<file path="src/rtl/jl2bh_pkg.sv">
// Shared types, constants and the mixing step of the lookup2 byte hash unit.
package jl2bh_pkg;

  localparam logic [31:0] Golden     = 32'h9e3779b9;
  localparam logic [15:0] ShortMask  = 16'hFFFF;
  localparam logic [3:0]  BlockLast  = 4'd11;
  localparam int unsigned MixSteps   = 9;
  localparam logic [3:0]  MixLast    = 4'(MixSteps - 1);
  localparam int unsigned QueueDepth = 4;
  localparam int unsigned ResultW    = 48;

  typedef struct packed {
    logic [31:0] a;
    logic [31:0] b;
    logic [31:0] c;
  } lanes_t;

  // One queued piece of work for the mixing engine.
  typedef struct packed {
    logic [31:0] w0;
    logic [31:0] w1;
    logic [31:0] w2;
    logic [31:0] len;
    logic [31:0] seed;
    logic        first;
    logic        mix_block;
    logic        is_final;
  } entry_t;

  typedef enum logic [2:0] {
    StIdle,
    StMix,
    StLen,
    StFinalMix,
    StOut
  } back_state_e;

  // One line of the lookup2 mix: a single lane is updated per step.
  function automatic lanes_t mix_line(input logic [3:0] step, input lanes_t l);
    lanes_t r;
    r = l;
    unique case (step)
      4'd0: r.a = (l.a - l.b - l.c) ^ (l.c >> 13);
      4'd1: r.b = (l.b - l.c - l.a) ^ (l.a << 8);
      4'd2: r.c = (l.c - l.a - l.b) ^ (l.b >> 13);
      4'd3: r.a = (l.a - l.b - l.c) ^ (l.c >> 12);
      4'd4: r.b = (l.b - l.c - l.a) ^ (l.a << 16);
      4'd5: r.c = (l.c - l.a - l.b) ^ (l.b >> 5);
      4'd6: r.a = (l.a - l.b - l.c) ^ (l.c >> 3);
      4'd7: r.b = (l.b - l.c - l.a) ^ (l.a << 10);
      4'd8: r.c = (l.c - l.a - l.b) ^ (l.b >> 15);
      default: r = l;
    endcase
    return r;
  endfunction

endpackage

</file>
<file path="src/rtl/jenkins_lookup2_byte_hash_unit.sv">
// Top level of the lookup2 byte hash unit: seed register, front end, queue and mixer.
//
//   Channel   Direction  Contents
//   s_axis    in         tdata: data_byte; tlast: last_byte; tuser: empty_message
//   m_axis    out        tdata: hash_full, hash_short
//   cfg       in         cfg_data_i: seed_value
//
// One byte is taken per cycle while the queue has room. A 12-byte block costs the mixer
// an add and nine mix lines; closing a message costs an add, the length, nine mix lines
// and the output, plus the block's nine mix lines first when its last byte completes a
// block, so long messages stream at full rate and short ones are paced by the mixer.
// Reset zeroes the seed; the golden constant enters the lanes as each message starts.
// Either side may stall; the four-entry queue and the output register absorb it.
module jenkins_lookup2_byte_hash_unit (
  input  logic        clk_i,
  input  logic        rst_ni,
  input  logic        s_axis_tvalid,
  output logic        s_axis_tready,
  input  logic [7:0]  s_axis_tdata,   // [7:0] data_byte
  input  logic        s_axis_tlast,
  input  logic        s_axis_tuser,   // [0] empty_message
  output logic        m_axis_tvalid,
  input  logic        m_axis_tready,
  output logic [47:0] m_axis_tdata,   // [31:0] hash_full, [47:32] hash_short
  input  logic        cfg_valid_i,
  output logic        cfg_ready_o,
  input  logic [31:0] cfg_data_i
);

  logic              push, full, pop, empty;
  logic [31:0]       seed_q;
  jl2bh_pkg::entry_t push_entry, pop_entry;

  assign cfg_ready_o = 1'b1;

  always_ff @(posedge clk_i or negedge rst_ni) begin
    if (!rst_ni) begin
      seed_q <= '0;
    end else if (cfg_valid_i) begin
      seed_q <= cfg_data_i;
    end
  end

  jl2bh_front u_front (
    .clk_i      (clk_i),
    .rst_ni     (rst_ni),
    .in_valid_i (s_axis_tvalid),
    .in_ready_o (s_axis_tready),
    .in_byte_i  (s_axis_tdata),
    .in_last_i  (s_axis_tlast),
    .in_empty_i (s_axis_tuser),
    .seed_i     (seed_q),
    .full_i     (full),
    .push_o     (push),
    .entry_o    (push_entry)
  );

  jl2bh_queue u_queue (
    .clk_i   (clk_i),
    .rst_ni  (rst_ni),
    .push_i  (push),
    .entry_i (push_entry),
    .full_o  (full),
    .pop_i   (pop),
    .entry_o (pop_entry),
    .empty_o (empty)
  );

  jl2bh_back u_back (
    .clk_i       (clk_i),
    .rst_ni      (rst_ni),
    .empty_i     (empty),
    .entry_i     (pop_entry),
    .pop_o       (pop),
    .out_valid_o (m_axis_tvalid),
    .out_ready_i (m_axis_tready),
    .out_data_o  (m_axis_tdata)
  );

endmodule

</file>
<file path="src/rtl/jl2bh_front.sv">
// Front end: accepts message bytes, packs them into block words and queues work.
module jl2bh_front (
  input  logic               clk_i,
  input  logic               rst_ni,
  input  logic               in_valid_i,
  output logic               in_ready_o,
  input  logic [7:0]         in_byte_i,
  input  logic               in_last_i,
  input  logic               in_empty_i,
  input  logic [31:0]        seed_i,
  input  logic               full_i,
  output logic               push_o,
  output jl2bh_pkg::entry_t  entry_o
);

  logic [31:0] w0_q, w0_d, w1_q, w1_d, len_q, len_d, seed_q, seed_d;
  logic [23:0] tb_q, tb_d;
  logic [3:0]  pos_q, pos_d;
  logic        in_msg_q, in_msg_d, sent_q, sent_d;
  logic        accept, has_byte, block_done;
  logic [4:0]  shamt;
  logic [31:0] byte32, msg_seed;

  assign in_ready_o = !full_i;
  assign accept     = in_valid_i && !full_i;
  assign has_byte   = !in_empty_i;
  assign block_done = has_byte && (pos_q == jl2bh_pkg::BlockLast);
  assign byte32     = {24'd0, in_byte_i};
  assign shamt      = {pos_q[1:0], 3'b000};
  assign msg_seed   = in_msg_q ? seed_q : seed_i;

  always_comb begin
    w0_d     = w0_q;
    w1_d     = w1_q;
    tb_d     = tb_q;
    pos_d    = pos_q;
    len_d    = len_q;
    in_msg_d = in_msg_q;
    sent_d   = sent_q;
    seed_d   = seed_q;
    if (has_byte) begin
      len_d = len_q + 32'd1;
      if (!in_msg_q) begin
        seed_d = seed_i;
      end
      in_msg_d = 1'b1;
      if (pos_q < 4'd4) begin
        w0_d = w0_q | (byte32 << shamt);
      end else if (pos_q < 4'd8) begin
        w1_d = w1_q | (byte32 << shamt);
      end else if (!block_done) begin
        tb_d = tb_q | (24'(byte32) << shamt);
      end
      pos_d = block_done ? 4'd0 : pos_q + 4'd1;
    end

    entry_o.first = !sent_q;
    entry_o.seed  = msg_seed;
    entry_o.len   = len_d;
    if (block_done) begin
      entry_o.w0        = w0_q;
      entry_o.w1        = w1_q;
      entry_o.w2        = {in_byte_i, tb_q};
      entry_o.mix_block = 1'b1;
      entry_o.is_final  = in_last_i;
    end else begin
      // Tail bytes eight to ten sit one byte up in the third lane.
      entry_o.w0        = w0_d;
      entry_o.w1        = w1_d;
      entry_o.w2        = {tb_d, 8'd0};
      entry_o.mix_block = 1'b0;
      entry_o.is_final  = 1'b1;
    end
    push_o = accept && (block_done || in_last_i);

    if (block_done) begin
      w0_d = '0;
      w1_d = '0;
      tb_d = '0;
    end
    if (push_o) begin
      sent_d = 1'b1;
    end
    if (in_last_i) begin
      w0_d     = '0;
      w1_d     = '0;
      tb_d     = '0;
      pos_d    = '0;
      len_d    = '0;
      in_msg_d = 1'b0;
      sent_d   = 1'b0;
    end
  end

  always_ff @(posedge clk_i or negedge rst_ni) begin
    if (!rst_ni) begin
      w0_q     <= '0;
      w1_q     <= '0;
      tb_q     <= '0;
      pos_q    <= '0;
      len_q    <= '0;
      in_msg_q <= 1'b0;
      sent_q   <= 1'b0;
      seed_q   <= '0;
    end else if (accept) begin
      w0_q     <= w0_d;
      w1_q     <= w1_d;
      tb_q     <= tb_d;
      pos_q    <= pos_d;
      len_q    <= len_d;
      in_msg_q <= in_msg_d;
      sent_q   <= sent_d;
      seed_q   <= seed_d;
    end
  end

endmodule

</file>
<file path="src/rtl/jl2bh_queue.sv">
// Short work queue between the byte front end and the mixing engine.
module jl2bh_queue (
  input  logic               clk_i,
  input  logic               rst_ni,
  input  logic               push_i,
  input  jl2bh_pkg::entry_t  entry_i,
  output logic               full_o,
  input  logic               pop_i,
  output jl2bh_pkg::entry_t  entry_o,
  output logic               empty_o
);

  localparam int unsigned PtrW = $clog2(jl2bh_pkg::QueueDepth);
  localparam int unsigned CntW = $clog2(jl2bh_pkg::QueueDepth + 1);

  jl2bh_pkg::entry_t mem_q [jl2bh_pkg::QueueDepth];
  logic [PtrW-1:0]   wr_ptr_q, rd_ptr_q;
  logic [CntW-1:0]   count_q, count_d;
  logic              do_push, do_pop;

  assign full_o  = (count_q == CntW'(jl2bh_pkg::QueueDepth));
  assign empty_o = (count_q == '0);
  assign do_push = push_i && !full_o;
  assign do_pop  = pop_i && !empty_o;
  assign entry_o = mem_q[rd_ptr_q];

  always_comb begin
    count_d = count_q;
    if (do_push && !do_pop) begin
      count_d = count_q + CntW'(1);
    end else if (do_pop && !do_push) begin
      count_d = count_q - CntW'(1);
    end
  end

  always_ff @(posedge clk_i) begin
    if (do_push) begin
      mem_q[wr_ptr_q] <= entry_i;
    end
  end

  always_ff @(posedge clk_i or negedge rst_ni) begin
    if (!rst_ni) begin
      wr_ptr_q <= '0;
      rd_ptr_q <= '0;
      count_q  <= '0;
    end else begin
      if (do_push) begin
        wr_ptr_q <= wr_ptr_q + PtrW'(1);
      end
      if (do_pop) begin
        rd_ptr_q <= rd_ptr_q + PtrW'(1);
      end
      count_q <= count_d;
    end
  end

endmodule

</file>
<file path="src/rtl/jl2bh_back.sv">
// Mixing engine: adds block words into the lanes, runs the mix and holds the result.
module jl2bh_back (
  input  logic                            clk_i,
  input  logic                            rst_ni,
  input  logic                            empty_i,
  input  jl2bh_pkg::entry_t               entry_i,
  output logic                            pop_o,
  output logic                            out_valid_o,
  input  logic                            out_ready_i,
  output logic [jl2bh_pkg::ResultW-1:0]   out_data_o
);

  jl2bh_pkg::back_state_e        state_q, state_d;
  logic [3:0]                    step_q, step_d;
  jl2bh_pkg::lanes_t             lanes_q, lanes_d, base, mixed;
  logic [31:0]                   len_q, len_d;
  logic                          final_q, final_d;
  logic                          out_valid_q, out_valid_d;
  logic [jl2bh_pkg::ResultW-1:0] out_data_q, out_data_d;
  logic                          out_free;

  assign out_free = !out_valid_q || out_ready_i;
  assign mixed    = jl2bh_pkg::mix_line(step_q, lanes_q);

  always_comb begin
    state_d     = state_q;
    step_d      = step_q;
    lanes_d     = lanes_q;
    len_d       = len_q;
    final_d     = final_q;
    out_valid_d = out_valid_q && !out_ready_i;
    out_data_d  = out_data_q;
    pop_o       = 1'b0;
    base        = lanes_q;
    if (entry_i.first) begin
      base = '{a: jl2bh_pkg::Golden, b: jl2bh_pkg::Golden, c: entry_i.seed};
    end

    unique case (state_q)
      jl2bh_pkg::StIdle: begin
        if (!empty_i) begin
          pop_o     = 1'b1;
          lanes_d.a = base.a + entry_i.w0;
          lanes_d.b = base.b + entry_i.w1;
          lanes_d.c = base.c + entry_i.w2;
          len_d     = entry_i.len;
          final_d   = entry_i.is_final;
          step_d    = '0;
          state_d   = entry_i.mix_block ? jl2bh_pkg::StMix : jl2bh_pkg::StLen;
        end
      end
      jl2bh_pkg::StMix: begin
        lanes_d = mixed;
        step_d  = step_q + 4'd1;
        if (step_q == jl2bh_pkg::MixLast) begin
          state_d = final_q ? jl2bh_pkg::StLen : jl2bh_pkg::StIdle;
        end
      end
      jl2bh_pkg::StLen: begin
        lanes_d.c = lanes_q.c + len_q;
        step_d    = '0;
        state_d   = jl2bh_pkg::StFinalMix;
      end
      jl2bh_pkg::StFinalMix: begin
        lanes_d = mixed;
        step_d  = step_q + 4'd1;
        if (step_q == jl2bh_pkg::MixLast) begin
          state_d = jl2bh_pkg::StOut;
        end
      end
      jl2bh_pkg::StOut: begin
        if (out_free) begin
          out_valid_d = 1'b1;
          out_data_d  = {lanes_q.c[15:0] & jl2bh_pkg::ShortMask, lanes_q.c};
          state_d     = jl2bh_pkg::StIdle;
        end
      end
      default: state_d = jl2bh_pkg::StIdle;
    endcase
  end

  always_ff @(posedge clk_i or negedge rst_ni) begin
    if (!rst_ni) begin
      state_q     <= jl2bh_pkg::StIdle;
      step_q      <= '0;
      final_q     <= 1'b0;
      out_valid_q <= 1'b0;
    end else begin
      state_q     <= state_d;
      step_q      <= step_d;
      final_q     <= final_d;
      out_valid_q <= out_valid_d;
    end
  end

  always_ff @(posedge clk_i) begin
    lanes_q    <= lanes_d;
    len_q      <= len_d;
    out_data_q <= out_data_d;
  end

  assign out_valid_o = out_valid_q;
  assign out_data_o  = out_data_q;

endmodule

</file>
<file path="config.mk">
export PLATFORM = sky130hd
export DESIGN_NAME = jenkins_lookup2_byte_hash_unit
export DESIGN_NICKNAME = d
export VERILOG_FILES = /design/src/rtl/jl2bh_pkg.sv /design/src/rtl/jenkins_lookup2_byte_hash_unit.sv /design/src/rtl/jl2bh_front.sv /design/src/rtl/jl2bh_queue.sv /design/src/rtl/jl2bh_back.sv
export SDC_FILE = /design/constraint.sdc
export NUM_CORES = 2
export LEC_CHECK = 0
export BUFFER_PORTS_ARGS = -buffer_cell sky130_fd_sc_hd__buf_2
export CORE_MARGIN = 1
export CORE_UTILIZATION = 24
export CTS_CLUSTER_SIZE = 10
export DETAILED_ROUTE_END_ITERATION = 7
export SYNTH_ARGS = -nofsm -noshare
export SYNTH_HDL_FRONTEND = slang
export SYNTH_SLANG_ARGS = --single-unit
</file>
<file path="constraint.sdc">
create_clock -name clk_i -period 8.2 [get_ports clk_i]
set_input_delay 0.82 -clock clk_i [delete_from_list [all_inputs] [get_ports clk_i]]
set_output_delay 0.82 -clock clk_i [all_outputs]
set_load 0.005 [all_outputs]
</file>
======== Word-level counts from Yosys, hierarchy flattened ========
Memories as Yosys holds them, arrays and structs flattened.
Index checks and enable logic that the tools add are counted.
operators by class
  add/subtract/negate cells ............... 17
  order comparisons ....................... 2
  eq/ne operators ......................... 22
  shift operators ......................... 2
  multiplexer cells ....................... 50
  bitwise logic cells ..................... 14
  reductions and logical operators ........ 36
operator list
  cell                     number
  $mux W32                 12
  $pmux W32 S3             4
  $mux W96                 3
  $sub A32 B32 Y32         6
  $add A32 B32 Y32         4
  $pmux W64 S2             1
  $mux W24                 5
  $xor A32 B32 Y32         3
  $or A32 B32 Y32          2
  $xor A32 B19 Y32         2
  $add A32 B1 Y32 const B  1
  $shl A8 B5 Y32           1
  $xor A32 B17 Y32         1
  $xor A32 B20 Y32         1
  $xor A32 B27 Y32         1
  $xor A32 B29 Y32         1
  $or A24 B24 Y24          1
  $shl A8 B5 Y24           1
  $mux W3                  6
  $eq A4 B3 Y1 const B     4
  $mux W4                  4
  $pmux W3 S5              1
  $ne A4 B1 Y1 const B     3
  $pmux W4 S3              1
  28 further kinds         74
storage, ports and cells
  register bits after elaboration ......... 382
  memory bits (writable) .................. 652
  input bits .............................. 47
  output and inout bits ................... 51
  memories ................................ 1
memory list
  name           depth  bits a word  rd ports  clocked after memory_dff  write ports  line               RTL
  u_queue.mem_q  4      163          1         0                         1            jl2bh_queue.sv:16  jl2bh_pkg::entry_t mem_q [jl2bh_pkg::QueueDepth];

======== Depth between registers and ports, before layout ========
  word-level depth ........................ 9
  gate-level depth with buffers ........... 18

======== Cells and area by module ========
Synthesis repeated with hierarchy kept, for this count alone.
unflattened totals
  cells, all modules ...................... 4453
  area, all modules ....................... 56626.8 um^2
modules (own cells, without submodules)
  module                          times used  cells each  area an instance (um^2)
  jl2bh_queue                     1           888         24059.3
  jl2bh_back                      1           2622        22740.6
  jl2bh_front                     1           873         8470.6
  jenkins_lookup2_byte_hash_unit  1           70          1356.3

======== Worst setup path before layout ========
OpenSTA, ideal clock, no wires.
  path kind ............................... input to register
  start point ............................. input s_axis_tuser
  end point ............................... memory u_queue.mem_q[0][0] in the netlist's numbering (enable)
  arrival ................................. 5.982 ns
  slack ................................... 1.675 ns
  stages .................................. 8
  path buffers ............................ 4
  cell sequence ........................... clkbuf_1 > nor2b_1 > clkbuf_1 > nand2_1 > clkbuf_1 > a21oi_1 > clkbuf_1 > and2_1
between the ends
  longest elaborated chain between the ends .. 7
ends and longest elaborated chain
  element                        line                                  RTL
  from (decl)                    jenkins_lookup2_byte_hash_unit.sv:21  input logic s_axis_tuser,
  $logic_not A1 Y1               jl2bh_front.sv:26                     assign has_byte = !in_empty_i;
  $logic_and A1 B1 Y1            jl2bh_front.sv:27                     assign block_done = has_byte && (pos_q == jl2bh_pkg::BlockLast);
  $logic_or A1 B1 Y1             jl2bh_front.sv:74                     push_o = accept && (block_done || in_last_i);
  $logic_and A1 B1 Y1            jl2bh_front.sv:74
  $logic_and A1 B1 Y1            jl2bh_queue.sv:23                     assign do_push = push_i && !full_o;
  $mux W1                        jl2bh_queue.sv:37                     if (do_push) begin
  $mux W1 (implied by the code)  jl2bh_queue.sv:38                     mem_q[wr_ptr_q] <= entry_i;
  to (decl)                      jl2bh_queue.sv:16
No other way between the ends.

==> results by group <==
Run status
  – Status: finished clean

Clock network
  – Clock Tree Buf Depth: 3
  – CTS tree: yes
  – Post-CTS Resized: 0
  – H-tree depth: 3
  – Num CTS Buffers: 117
  – Clock slew at reported path FFs: 70 ps
  – Post-CTS Setup Inserts: 0
  – # hold bufs at CTS: 0
  – Worst-Skew Late Latency: 770 ps
  – Clock sink count: 1018
  – Root Buffer: clkbuf_16

Finish
  – Layout cells sized above 1: 14.7%
  – Layout area overhead: 13.6%
  – Commonest non-fill, non-tap cell in the layout: edfxtp_1
  – Fin nets: 4923
  – Commonest non-fill, non-tap cells in the layout: 812 x edfxtp_1, 327 x a21oi_1, 291 x nor2_1

Placement
  – # port buffers: 96
  – RePlAce Congestion: 0.976
  – Dpl hpwl: 134 mm
  – Pre-CTS setup slack: 2520 ps

Logic synthesis
  – Gate Count Post-Synth: 4509
  – Post-synthesis register bit count: 1018
  – EDFF count, synth: 812
  – Main synth FF type: edfxtp_1
  – Cell Area, Synth: 56400 µm²
  – Yosys warns: 0
  – Avg Synthesized Cell Area: 12.5 µm²
  – Post-synth net total: 4888
  – Count of cell types in the netlist: 96
  – Register area share after synthesis: 52.4%
  – Asr flop ratio synth: 20.2%

Global routing
  – Total Routing Usage GR: 15.3%
  – Vias in the first global route: 37500
  – Largest net degree at the start of global routing: 121
  – Grt total ovfl: 0
  – First-pass GRT wire length: 266 mm
  – Initial antenna violation count: 20

Timing
  – RSZ-0062 raised after global routing: false
  – Fmax: 0.172 GHz
  – Final worst setup slack: 2380 ps
  – Max-slew violation count: 0
  – Slew HR: 9.83%
  – Final number of hold-violating endpoints: 0
  – Worst Max-Slew Pin Slew: 1340 ps
  – Setup violations, final: 0
  – Final Skew: 68.5 ps
  – Minimum clock period: 5820 ps
  – Fin crit share: 71.0%
  – Final setup TNS: 0 ps

Critical path
  – Critical path endpoint category: flop
  – CP Launch Type: flop
  – FF-to-FF setup slack: 2380 ps
  – Crit path kind: reg2reg
  – Maximum fanout along the worst path: 64
  – Worst Path Arrival: 6360 ps
  – Cells on worst reg2reg path: 13
  – Reg-to-reg startpoint: u_queue.rd_ptr_q[0]$_DFFE_PN0P_
  – Worst r2r dst: u_back.lanes_q[61]$_DFFE_PP_
  – Worst Path Required: 8740 ps

Drt
  – Initial DRC count: 4037
  – Wirelength, routed: 186 mm
  – Pre-antenna DRT Iters: 5
  – Via-to-Cell Ratio: 4.94
  – Per-cell routed wire length: 23.9 µm
  – Remaining antenna violation count after routing: 0
  – DRC viols: 0
  – Via count: 38400

Flow run
  – Number of max-cap violations: 0

Floorplanning
  – Row cnt: 177
  – I/O pin count: 98
  – Initial Util: 24.2%
  – Die ar.: 237000 µm²
  – Die span in y: 487 µm
  – Core footprint: 233000 µm²
  – DIE WIDTH: 487 µm

Worst hold path
  – Worst Hold Class: in2async
final cells by class:
class                           count  area [µm²]
Clock buffer                      189        3230
Tap cell                         3132        3920
Fill cell                       23800      169000
Timing Repair Buffer              148         956
Antenna cell                        5        12.5
Clock inverter                     21         363
Multi-Input combinational cell   3090       25400
Sequential cell                  1018       29500
Inverter                          169         634
routing by layer:
metal | share of wire, % | wire (µm) | vias to the layer above | track usage [%]
met4 | 3.9 | 7270 | 16 | 6.17
met1 | 43 | 80100 | 19600 | 20.9
met3 | 7.5 | 13900 | 303 | 2.38
met2 | 45 | 84500 | 1569 | 24.2
li1 | - | - | 17000 | -
met5 | 0.053 | 98 | - | 0
synth_stat cells (23+ instances only):
| cell type | count | share of area (%) |
|---|---|---|
| and2_1 | 33 | 0.37 |
| o22ai_1 | 48 | 0.53 |
| nor2b_1 | 27 | 0.30 |
| and3_1 | 46 | 0.51 |
| clkbuf_1 | 177 | 1.2 |
| edfxtp_1 | 812 | 43 |
| o21bai_1 | 32 | 0.43 |
| dfrtp_1 | 206 | 9.1 |
| xnor2_1 | 265 | 4.1 |
| a31oi_1 | 60 | 0.67 |
| a31o_2 | 28 | 0.43 |
| xor2_1 | 97 | 1.5 |
| nand2b_1 | 24 | 0.27 |
| a21o_1 | 166 | 2.2 |
| o21a_1 | 23 | 0.31 |
| nand2_1 | 276 | 1.8 |
| a21oi_1 | 329 | 2.9 |
| or2_2 | 45 | 0.50 |
| ha_1 | 234 | 5.2 |
| mux2_2 | 106 | 2.1 |
| buf_1 | 32 | 0.21 |
| o21ai_0 | 212 | 1.9 |
| nor3_1 | 44 | 0.39 |
| inv_1 | 168 | 1.1 |
| fa_1 | 98 | 3.5 |
| nor2_1 | 294 | 2.0 |
| mux4_2 | 163 | 6.5 |
| mux2i_1 | 36 | 0.64 |
| a22oi_1 | 37 | 0.49 |
| nand3_1 | 58 | 0.51 |
how the worst max path moves through the flow:
stage | from | end | slack [ps] | cells after the start
6_report | u_queue.rd_ptr_q[0]$_DFFE_PN0P_ | u_back.lanes_q[61]$_DFFE_PP_ | 2380 | 13
5_1_grt | u_queue.rd_ptr_q[0]$_DFFE_PN0P_ | u_back.lanes_q[31]$_DFFE_PP_ | 2190 | 14
4_1_cts | u_queue.rd_ptr_q[0]$_DFFE_PN0P_ | u_back.lanes_q[61]$_DFFE_PP_ | 2470 | 13
3_5_place_dp | u_queue.rd_ptr_q[0]$_DFFE_PN0P_ | u_back.lanes_q[89]$_DFFE_PP_ | 2520 | 13
3_3_place_gp | u_queue.rd_ptr_q[0]$_DFFE_PN0P_ | u_back.lanes_q[31]$_DFFE_PP_ | 2540 | 15
2_1_floorplan | s_axis_tuser | u_queue.mem_q[0][0]$_DFFE_PP_ | 1680 | 8
sequential cells by signal (all words and copies together), names as in the netlist, 3 cells and up:
signal / flops
u_back.lanes_q: 96
u_queue.count_q: 3
u_front.pos_q: 4
u_front.w1_q: 32
u_queue.mem_q: 652
u_front.tb_q: 24
u_back.len_q: 32
u_front.w0_q: 32
u_back.step_q: 4
seed_q: 32
u_back.out_data_o: 32
u_front.len_q: 32
u_back.state_q: 3
u_front.seed_q: 32
worst max-delay path, stage by stage (launching register included):
cell and delay, ps:
dfrtp_4 930, mux4_4 1110, or2_2 430, ha_1 340, o21ai_0 110, nand2b_1 80, a21oi_1 100, o311ai_0 1000
nand4_1 320, a21oi_1 370, o31ai_1 160, a21oi_1 180, xnor2_1 100, a221oi_1 340
cell families (layout without fill, tap and decap cells):
logic type,Yosys count,count (layout),synth area share [%]
flip-flops,1018,1018,52.4
multiplexers,305,305,9.26
adder cells (fa/ha/maj),332,332,8.67
buffers and inverters,401,527,2.79
other,1,6,0.00665
AO/OA/AOI/OAI,1144,1144,13.2
XOR/XNOR,368,368,5.86
AND/OR/NAND/NOR,940,940,7.83
per-stage QoR:
step	std cells	hold slack (ps)	util, %	cell area [µm²]
global route	7769	126	27.5	64100
finish	7772	68.9	27.5	64100
detailed placement	7557	484	25.9	60500
CTS	7767	95.5	27.5	64100
global placement	7557	477	25.9	60500
floorplan	4509	424	-	56400
Power is not shown: default switching activity piles up to over one toggle a cycle in this logic, so the estimate is an artifact.
